### config.mk
export PLATFORM = sky130hd
export DESIGN_NAME = graph_edge_table_reachability
export DESIGN_NICKNAME = d
export VERILOG_FILES = /design/src/rtl/getr_pkg.sv /design/src/rtl/graph_edge_table_reachability.sv
export VERILOG_INCLUDE_DIRS = /design/src /design/src/rtl
export SDC_FILE = /design/constraint.sdc
export NUM_CORES = 2
export LEC_CHECK = 0
export ABC_AREA = 1
export BUFFER_PORTS_ARGS = -buffer_cell sky130_fd_sc_hd__buf_2
export CELL_PAD_IN_SITES_DETAIL_PLACEMENT = 2
export CELL_PAD_IN_SITES_GLOBAL_PLACEMENT = 2
export CORE_MARGIN = 1
export CORE_UTILIZATION = 47
export CTS_BUF_LIST = sky130_fd_sc_hd__clkbuf_4 sky130_fd_sc_hd__clkbuf_8
export DETAILED_ROUTE_END_ITERATION = 10
export PLACE_DENSITY_LB_ADDON = 0.1
export SYNTH_ARGS = -nofsm -noshare
export SYNTH_HDL_FRONTEND = slang
export SYNTH_SLANG_ARGS = --single-unit
export TNS_END_PERCENT = 50
### constraint.sdc
create_clock -name i_clk -period 10.5 [get_ports i_clk]
set_input_delay 1.05 -clock i_clk [delete_from_list [all_inputs] [get_ports i_clk]]
set_output_delay 1.05 -clock i_clk [all_outputs]
set_load 0.02 [all_outputs]
### src/rtl/assert_macros.svh
// Assertion macros shared by the RTL of the reachability block.
// Depends on nothing; the macros expand to nothing when SYNTHESIS is defined.
`ifndef ASSERT_MACROS_SVH
`define ASSERT_MACROS_SVH
`ifndef SYNTHESIS
// Implication or plain property checked on every rising clock edge outside reset.
`define ASSERT_PROP(lbl, clk, rst_n, prop, msg) \
    lbl: assert property (@(posedge clk) disable iff (!rst_n) prop) else $error(msg);
// Expression that must never be true outside reset.
`define ASSERT_NEVER(lbl, clk, rst_n, expr, msg) \
    lbl: assert property (@(posedge clk) disable iff (!rst_n) !(expr)) else $error(msg);
`else
`define ASSERT_PROP(lbl, clk, rst_n, prop, msg)
`define ASSERT_NEVER(lbl, clk, rst_n, expr, msg)
`endif
`endif

### src/rtl/getr_pkg.sv
// Package for the graph reachability block: sizes, operation codes, state type.
// Depends on nothing.
`default_nettype none
package getr_pkg;

    // Number of vertices and the width of a vertex index.
    localparam int NODES  = 32;
    localparam int NODE_W = (NODES > 1) ? $clog2(NODES) : 1;

    // One adjacency row or one vertex set.
    typedef logic [NODES-1:0] t_row;

    // Operation codes carried by an input word.
    typedef enum logic [1:0] {
        OP_ADD    = 2'd0,
        OP_REMOVE = 2'd1,
        OP_QUERY  = 2'd2
    } t_op;

    // Controller states.
    typedef enum logic [1:0] {
        ST_IDLE,
        ST_EDGE,
        ST_QUERY,
        ST_DONE
    } t_state;

endpackage
`default_nettype wire

### src/rtl/graph_edge_table_reachability.sv
// Top level of the directed graph reachability block: adjacency memory and controller.
// Depends on getr_pkg and assert_macros.svh.
`default_nettype none
`include "assert_macros.svh"

// Directed graph over 32 vertices, held as one adjacency row per vertex in a
// synchronous RAM with a registered read. One word is taken at a time and gives
// exactly one answer word. Add and remove read the source row on accept, then
// modify and write it back in ST_EDGE, and ST_DONE loads the answer into the
// output register. A query reads the source row and then expands one reached,
// not yet expanded vertex per cycle through the single RAM read port, stopping as
// soon as the destination is reached or nothing is left to expand. At most
// NODES - 1 vertices other than the destination can be expanded. Words that need
// no memory access (unused code, absent vertex) go from accept straight to ST_DONE.
// Rows are marked valid by per-row flip-flops that reset clears, so no clearing
// pass runs after reset. The output register lets a new word be accepted while
// an answer still waits to be taken.
module graph_edge_table_reachability
    import getr_pkg::*;
(
    input  wire logic              i_clk,
    input  wire logic              i_rst_n,
    // Input channel
    input  wire logic              i_in_valid,
    output logic                   o_in_stall,
    input  wire logic [1:0]        i_operation,
    input  wire logic [4:0]        i_src_node,
    input  wire logic [4:0]        i_dst_node,
    // Output channel
    output logic                   o_out_valid,
    input  wire logic              i_out_stall,
    output logic                   o_answer
);

    // Index of the lowest set bit of a vertex set.
    function automatic logic [NODE_W-1:0] lowest_set(input t_row bits);
        logic [NODE_W-1:0] idx;
        idx = '0;
        for (int i = NODES - 1; i >= 0; i--) begin
            if (bits[i]) idx = NODE_W'(i);
        end
        return idx;
    endfunction

    // Registers and their next values.
    t_state              r_state, n_state;
    t_op                 r_op, n_op;
    logic [NODE_W-1:0]   r_src, n_src;
    logic [NODE_W-1:0]   r_dst, n_dst;
    t_row                r_frontier, n_frontier;
    t_row                r_visited, n_visited;
    logic                r_inflight, n_inflight;
    logic                r_res, n_res;
    t_row                r_present, n_present;
    t_row                r_row_valid, n_row_valid;
    logic                r_out_valid, n_out_valid;
    logic                r_out_answer, n_out_answer;

    // Adjacency memory and its registered read port.
    t_row                mem [NODES];
    t_row                r_rd_data;
    logic                r_rd_valid;
    logic                mem_re;
    logic [NODE_W-1:0]   mem_raddr;
    logic                mem_we;
    logic [NODE_W-1:0]   mem_waddr;
    t_row                mem_wdata;

    // Helper signals.
    logic                accept;
    logic                in_range;
    logic [NODE_W-1:0]   in_src;
    logic [NODE_W-1:0]   in_dst;
    t_row                row_in;
    t_row                f_eff;
    t_row                pending;
    t_row                dst_bit;

    assign o_in_stall  = (r_state != ST_IDLE);
    assign accept      = i_in_valid && !o_in_stall;
    assign in_src      = NODE_W'(i_src_node);
    assign in_dst      = NODE_W'(i_dst_node);
    assign in_range    = (32'(i_src_node) < NODES) && (32'(i_dst_node) < NODES);
    assign o_out_valid = r_out_valid;
    assign o_answer    = r_out_answer;

    // Row that came out of the memory; a row never written reads as empty.
    assign row_in  = r_rd_valid ? r_rd_data : '0;
    // Reached set including the row that is arriving this cycle.
    assign f_eff   = r_frontier | (r_inflight ? row_in : '0);
    assign pending = f_eff & ~r_visited;
    assign dst_bit = t_row'(1) << r_dst;

    // Memory: one write and one registered read per cycle.
    always_ff @(posedge i_clk) begin
        if (mem_we) begin
            mem[mem_waddr] <= mem_wdata;
        end
        if (mem_re) begin
            r_rd_data  <= mem[mem_raddr];
            r_rd_valid <= r_row_valid[mem_raddr];
        end
    end

    // Controller state and datapath registers.
    always_ff @(posedge i_clk) begin
        if (!i_rst_n) begin
            r_state      <= ST_IDLE;
            r_frontier   <= '0;
            r_visited    <= '0;
            r_inflight   <= 1'b0;
            r_present    <= '0;
            r_row_valid  <= '0;
            r_out_valid  <= 1'b0;
        end else begin
            r_state      <= n_state;
            r_frontier   <= n_frontier;
            r_visited    <= n_visited;
            r_inflight   <= n_inflight;
            r_present    <= n_present;
            r_row_valid  <= n_row_valid;
            r_out_valid  <= n_out_valid;
        end
        r_op         <= n_op;
        r_src        <= n_src;
        r_dst        <= n_dst;
        r_res        <= n_res;
        r_out_answer <= n_out_answer;
    end

    // Next state, memory control and result.
    always_comb begin
        n_state      = r_state;
        n_op         = r_op;
        n_src        = r_src;
        n_dst        = r_dst;
        n_frontier   = r_frontier;
        n_visited    = r_visited;
        n_inflight   = r_inflight;
        n_res        = r_res;
        n_present    = r_present;
        n_row_valid  = r_row_valid;
        n_out_valid  = r_out_valid && i_out_stall;
        n_out_answer = r_out_answer;
        mem_re       = 1'b0;
        mem_raddr    = r_src;
        mem_we       = 1'b0;
        mem_waddr    = r_src;
        mem_wdata    = row_in;

        unique case (r_state)
            ST_IDLE: begin
                if (accept) begin
                    n_src = in_src;
                    n_dst = in_dst;
                    n_op  = t_op'(i_operation);
                    n_res = 1'b0;
                    n_state = ST_DONE;
                    if (in_range) begin
                        unique case (t_op'(i_operation))
                            OP_ADD: begin
                                n_present[in_src] = 1'b1;
                                n_present[in_dst] = 1'b1;
                                mem_re    = 1'b1;
                                mem_raddr = in_src;
                                n_state   = ST_EDGE;
                            end
                            OP_REMOVE: begin
                                if (r_present[in_src] && r_present[in_dst]) begin
                                    mem_re    = 1'b1;
                                    mem_raddr = in_src;
                                    n_state   = ST_EDGE;
                                end
                            end
                            OP_QUERY: begin
                                if (r_present[in_src] && r_present[in_dst]) begin
                                    mem_re     = 1'b1;
                                    mem_raddr  = in_src;
                                    n_frontier = '0;
                                    n_visited  = '0;
                                    n_inflight = 1'b1;
                                    n_state    = ST_QUERY;
                                end
                            end
                            default: begin
                                n_state = ST_DONE;
                            end
                        endcase
                    end
                end
            end

            // Source row is here: set or clear the edge and write it back.
            ST_EDGE: begin
                mem_we    = 1'b1;
                mem_waddr = r_src;
                n_row_valid[r_src] = 1'b1;
                if (r_op == OP_ADD) begin
                    mem_wdata = row_in | dst_bit;
                    n_res     = 1'b0;
                end else begin
                    mem_wdata = row_in & ~dst_bit;
                    n_res     = |(row_in & dst_bit);
                end
                n_state = ST_DONE;
            end

            // Expand one pending vertex per cycle until done.
            ST_QUERY: begin
                n_frontier = f_eff;
                if (|(f_eff & dst_bit)) begin
                    n_res      = 1'b1;
                    n_inflight = 1'b0;
                    n_state    = ST_DONE;
                end else if (pending == '0) begin
                    n_res      = 1'b0;
                    n_inflight = 1'b0;
                    n_state    = ST_DONE;
                end else begin
                    mem_re     = 1'b1;
                    mem_raddr  = lowest_set(pending);
                    n_visited[lowest_set(pending)] = 1'b1;
                    n_inflight = 1'b1;
                end
            end

            // Hand the answer to the output register once it is free.
            ST_DONE: begin
                if (!r_out_valid || !i_out_stall) begin
                    n_out_valid  = 1'b1;
                    n_out_answer = r_res;
                    n_state      = ST_IDLE;
                end
            end

            default: begin
                n_state = ST_IDLE;
            end
        endcase
    end

    // Checks on the controller.
    `ASSERT_NEVER(a_visited_reached, i_clk, i_rst_n, (r_visited & ~r_frontier) != '0, "expanded vertex not in reached set")
    `ASSERT_PROP(a_query_read, i_clk, i_rst_n, (r_state == ST_QUERY) |-> r_inflight, "query without a row read in flight")
    `ASSERT_PROP(a_edge_from_idle, i_clk, i_rst_n, (r_state == ST_EDGE) |-> ($past(r_state) == ST_IDLE), "edge update not right after accept")
    `ASSERT_PROP(a_out_from_done, i_clk, i_rst_n, $rose(o_out_valid) |-> ($past(r_state) == ST_DONE), "answer loaded outside done state")

endmodule
`default_nettype wire
==> impl_metrics.csv <==
group,metric,value,unit
global_route,grt-busiest-layer,"met2",
synth,seq_area_frac_synth,64.1,%
place,numPortBuffers,18,
power,seq_power_share,28.1,%
floorplan,rows,124,
sta,setup-violations-final,0,
drt,firstDrtPassIters,5,
cells_and_area,design_area,59700,sq um
critical_path,cp-start-kind,"flop",
clock_tree,cts_buffers,204,
floorplan,die_h,342,um
sta,timing.setup.tns,0,ps
sta,fin_skew,39.0,ps
power,internal_power,11100,uW
power,clkPwrFrac,19.1,%
drt,drt_iter0_drc,4876,
sta,whs,358,ps
sta,hold_viol,0,
synth,synth-edff-count,1071,
place,dp_hpwl,117000,um
synth,netlist_area,54300,sq um
power,power.total,22600,uW
global_route,grt_use_total,37.5,%
drt,post_drt_wl_per_cell,30.7,um
critical_path,path_max_fanout,73,
synth,synth.avg_cell_area,9.84,sq um
cells_and_area,synthToLayoutAreaGrowth,10.0,%
critical_path,crit_slowest_cell,"buf_4",
min_path,min_to,"r_op[1]$_DFFE_PP_",
global_route,grt_overflow,0,
power,comb_power_share,52.8,%
drt,wl,220000,um
critical_path,max_stage_delay,810,ps
critical_path,critPathMostFrequentCell,"nand2_1",
global_route,met2_usage,62.3,%
min_path,worst_hold_path_type,"input pin to flop",
critical_path,worstReg2RegStart,"r_rd_valid$_DFFE_PP_",
sta,fin_crit_sh,71.6,%
critical_path,r2r_slack,2990,ps
global_route,grt_pass1_vias,47700,
cells_and_area,fin_nets,5525,
sta,fin_crit,7510,ps
critical_path,path_class,"flop to flop",
drt,drtAntennaViolNets,0,
sta,slew-limit-headroom,4.25,%
place,routabilityCongestion,0.873,
clock_tree,clock-sinks,1203,
clock_tree,cts_hold_buf,0,
power,power_switching,11400,uW
clock_tree,cts.path.max_buffers,3,
critical_path,required,11190,ps
clock_tree,worstSkewPairLatency,960,ps
critical_path,end_kind,"flop",
synth,async_reset_ff_share,0,%
sta,clock.fmax,0.133,GHz
global_route,grt_first_pass_wirelength,320000,um
place,dpl_cell_area,55700,sq um
floorplan,io_pins,19,
power,p_leak,0.0236,uW
sta,grt_setup_unrepaired,"no",
clock_tree,path_clk_slew,60,ps
cells_and_area,drive_above_1_share,9.23,%
global_route,grt_max_degree,167,
synth,syn-instance-count,5518,
synth,syn-num-nets,5542,
sta,worst_pin_slew,1440,ps
drt,drc,0,
critical_path,rr_worst_depth,42,
clock_tree,ctsResizeCount,0,
clock_tree,cts_tree,"done",
power,sw_frac_of_total,50.6,%
synth,ys_types,46,
critical_path,critical_path_arrival,8200,ps
power,powerDensity,378,nW/um^2
floorplan,coreArea,115000,sq um
sta,slew_violations,0,
outcome,status,"finished clean",
global_route,grtUsageMet3,6.74,%
power,ir_worst_vdd,0.522,mV
global_route,met1_usage,47.9,%
clock_tree,clockRootBuffer,"clkbuf_8",
synth,synth-main-ff-cell,"edfxtp_1",
floorplan,start_util,47.4,%
clock_tree,postCtsSetupRepairBufs,0,
min_path,whs_path_depth,1,
run,cap_violations,0,
critical_path,regToRegEndpoint,"r_rd_data[8]$_DFFE_PP_",
drt,vias,44300,
synth,synth_seq_cells,1203,
synth,ys_warn_count,0,
global_route,antenna_found_initial,5,
clock_tree,h-tree-depth,4,
floorplan,dieArea,117000,sq um
floorplan,die_x,342,um
drt,post_drt_via_cell_ratio,6.16,
min_path,hp-start,"i_operation[1]",
-- cells by family (layout without fill, tap and decap cells) --
| kind of cell | after synthesis | after routing | synth area share (%) |
|---|---|---|---|
| AO/OA/AOI/OAI | 293 | 293 | 3.22 |
| adder cells (fa/ha/maj) | 8 | 8 | 0.184 |
| buffers and inverters | 1023 | 1170 | 8.03 |
| flip-flops | 1203 | 1203 | 64.1 |
| multiplexers | 4 | 4 | 0.0737 |
| other | 0 | 5 | 0 |
| AND/OR/NAND/NOR | 2987 | 2987 | 24.4 |
-- synth_stat cells, drive strengths merged, types with 3 or more instances --
master | count | area share [%]
nand2 | 1417 | 9.8
nand4 | 4 | 0.046
a21oi | 106 | 0.98
mux2i | 4 | 0.074
o21bai | 20 | 0.30
nor3 | 35 | 0.32
nor4 | 3 | 0.035
ha | 8 | 0.18
a31oi | 5 | 0.058
a211oi | 8 | 0.13
dfxtp | 132 | 4.9
nand3b | 131 | 1.8
nand3 | 1172 | 11
a31o | 4 | 0.065
a221oi | 10 | 0.16
o22ai | 52 | 0.61
buf | 215 | 2.4
o2111ai | 4 | 0.064
inv | 685 | 4.7
nor2 | 223 | 1.6
o21ai | 72 | 0.66
edfxtp | 1071 | 59
clkbuf | 121 | 0.84
-- metal layers --
layer | vias up | share of wire (%)
li1 | 18600 | -
met5 | - | 0.010
met1 | 23100 | 39
met2 | 1999 | 48
met4 | 4 | 4.5
met3 | 587 | 7.7
-- worst max-delay path, delay by kind of cell (launching register included) --
kind                   cells  cell delay, ps
AO/OA/AOI/OAI              1             460
buffers and inverters      3            2220
flip-flops                 1             340
AND/OR/NAND/NOR           38            3960
-- worst max path at each step --
| stage | startpoint | to | slack [ps] | cells past startpoint |
|---|---|---|---|---|
| final | r_rd_valid$_DFFE_PP_ | r_rd_data[8]$_DFFE_PP_ | 2990 | 42 |
| after global routing | r_rd_valid$_DFFE_PP_ | r_rd_data[8]$_DFFE_PP_ | 2730 | 42 |
| after CTS | r_rd_valid$_DFFE_PP_ | r_rd_data[8]$_DFFE_PP_ | 3210 | 42 |
| after detailed placement | r_rd_valid$_DFFE_PP_ | r_rd_data[8]$_DFFE_PP_ | 3530 | 42 |
| after global placement | r_rd_valid$_DFFE_PP_ | r_rd_data[29]$_DFFE_PP_ | 3810 | 36 |
| after floorplan | i_src_node[0] | r_rd_data[10]$_DFFE_PP_ | 6570 | 24 |
-- power groups by stage --
stage / clock network, uW / logic [uW] / registers [uW]
after floorplan: 0 / 7720 / 6320
after global placement: 0 / 10900 / 6400
after detailed placement: 0 / 11500 / 6420
after CTS: 4340 / 11800 / 6320
after global routing: 4530 / 12700 / 6330
final: 4310 / 11900 / 6340
-- layout by cell type, fill, tap and decap left out, types with 4 or more instances in the layout --
cell type   Yosys  final
a221oi_1       10     10
clkbuf_4        0     73
diode_2         0      5
nor2_1        221    189
inv_2           9      9
nor2_4          0     32
o21ai_0        65     39
o22ai_1        51     51
clkinv_1        2     51
nand3_1      1171   1171
o21bai_1       19     19
a31oi_1         5      5
clkbuf_8        0    214
buf_2         151     18
bufinv_16       0      4
buf_4          18     90
o21ai_2         0     20
inv_1         675    672
a21oi_1       106    104
edfxtp_1     1071   1071
nor3_1         35     35
mux2i_2         0      4
ha_1            8      8
o21ai_1         7     10
buf_12          0      5
nand2_1      1415   1413
nand3b_1      131    131
o2111ai_1       4      4
a211oi_1        7      6
clkinv_2        0     19
clkinvlp_4      0      6
nand4_1         4      4
dfxtp_1       132    132
-- per-stage QoR --
stage                     std cells  setup WS (ps)  util, %
after floorplan                5518           6570        -
after detailed placement       6807           3530     48.7
after CTS                      7177           3210     52.2
after global routing           7179           2730     52.2
after global placement         6807           3810     48.7
final                          7182           2990     52.2
-- registers in the layout, summed over array words and instances (netlist names) --
register	cells
r_inflight	1
r_res	1
r_visited	32
r_present	32
r_op	2
r_rd_data	32
o_out_valid	1
r_state	2
mem_waddr	5
r_frontier	32
r_row_valid	32
r_rd_valid	1
o_answer	1
r_dst	5
mem	1024
-- final cells by class --
type | count | area [sq um]
Fill cell | 11800 | 54800
Sequential cell | 1203 | 34800
Multi-Input combinational cell | 3292 | 15600
Clock buffer | 287 | 3490
Inverter | 687 | 2600
Tap cell | 1512 | 1890
Timing Repair Buffer | 113 | 866
Clock inverter | 83 | 508
Antenna cell | 5 | 12.5
Note: power is estimated with default switching activity, not from simulation.
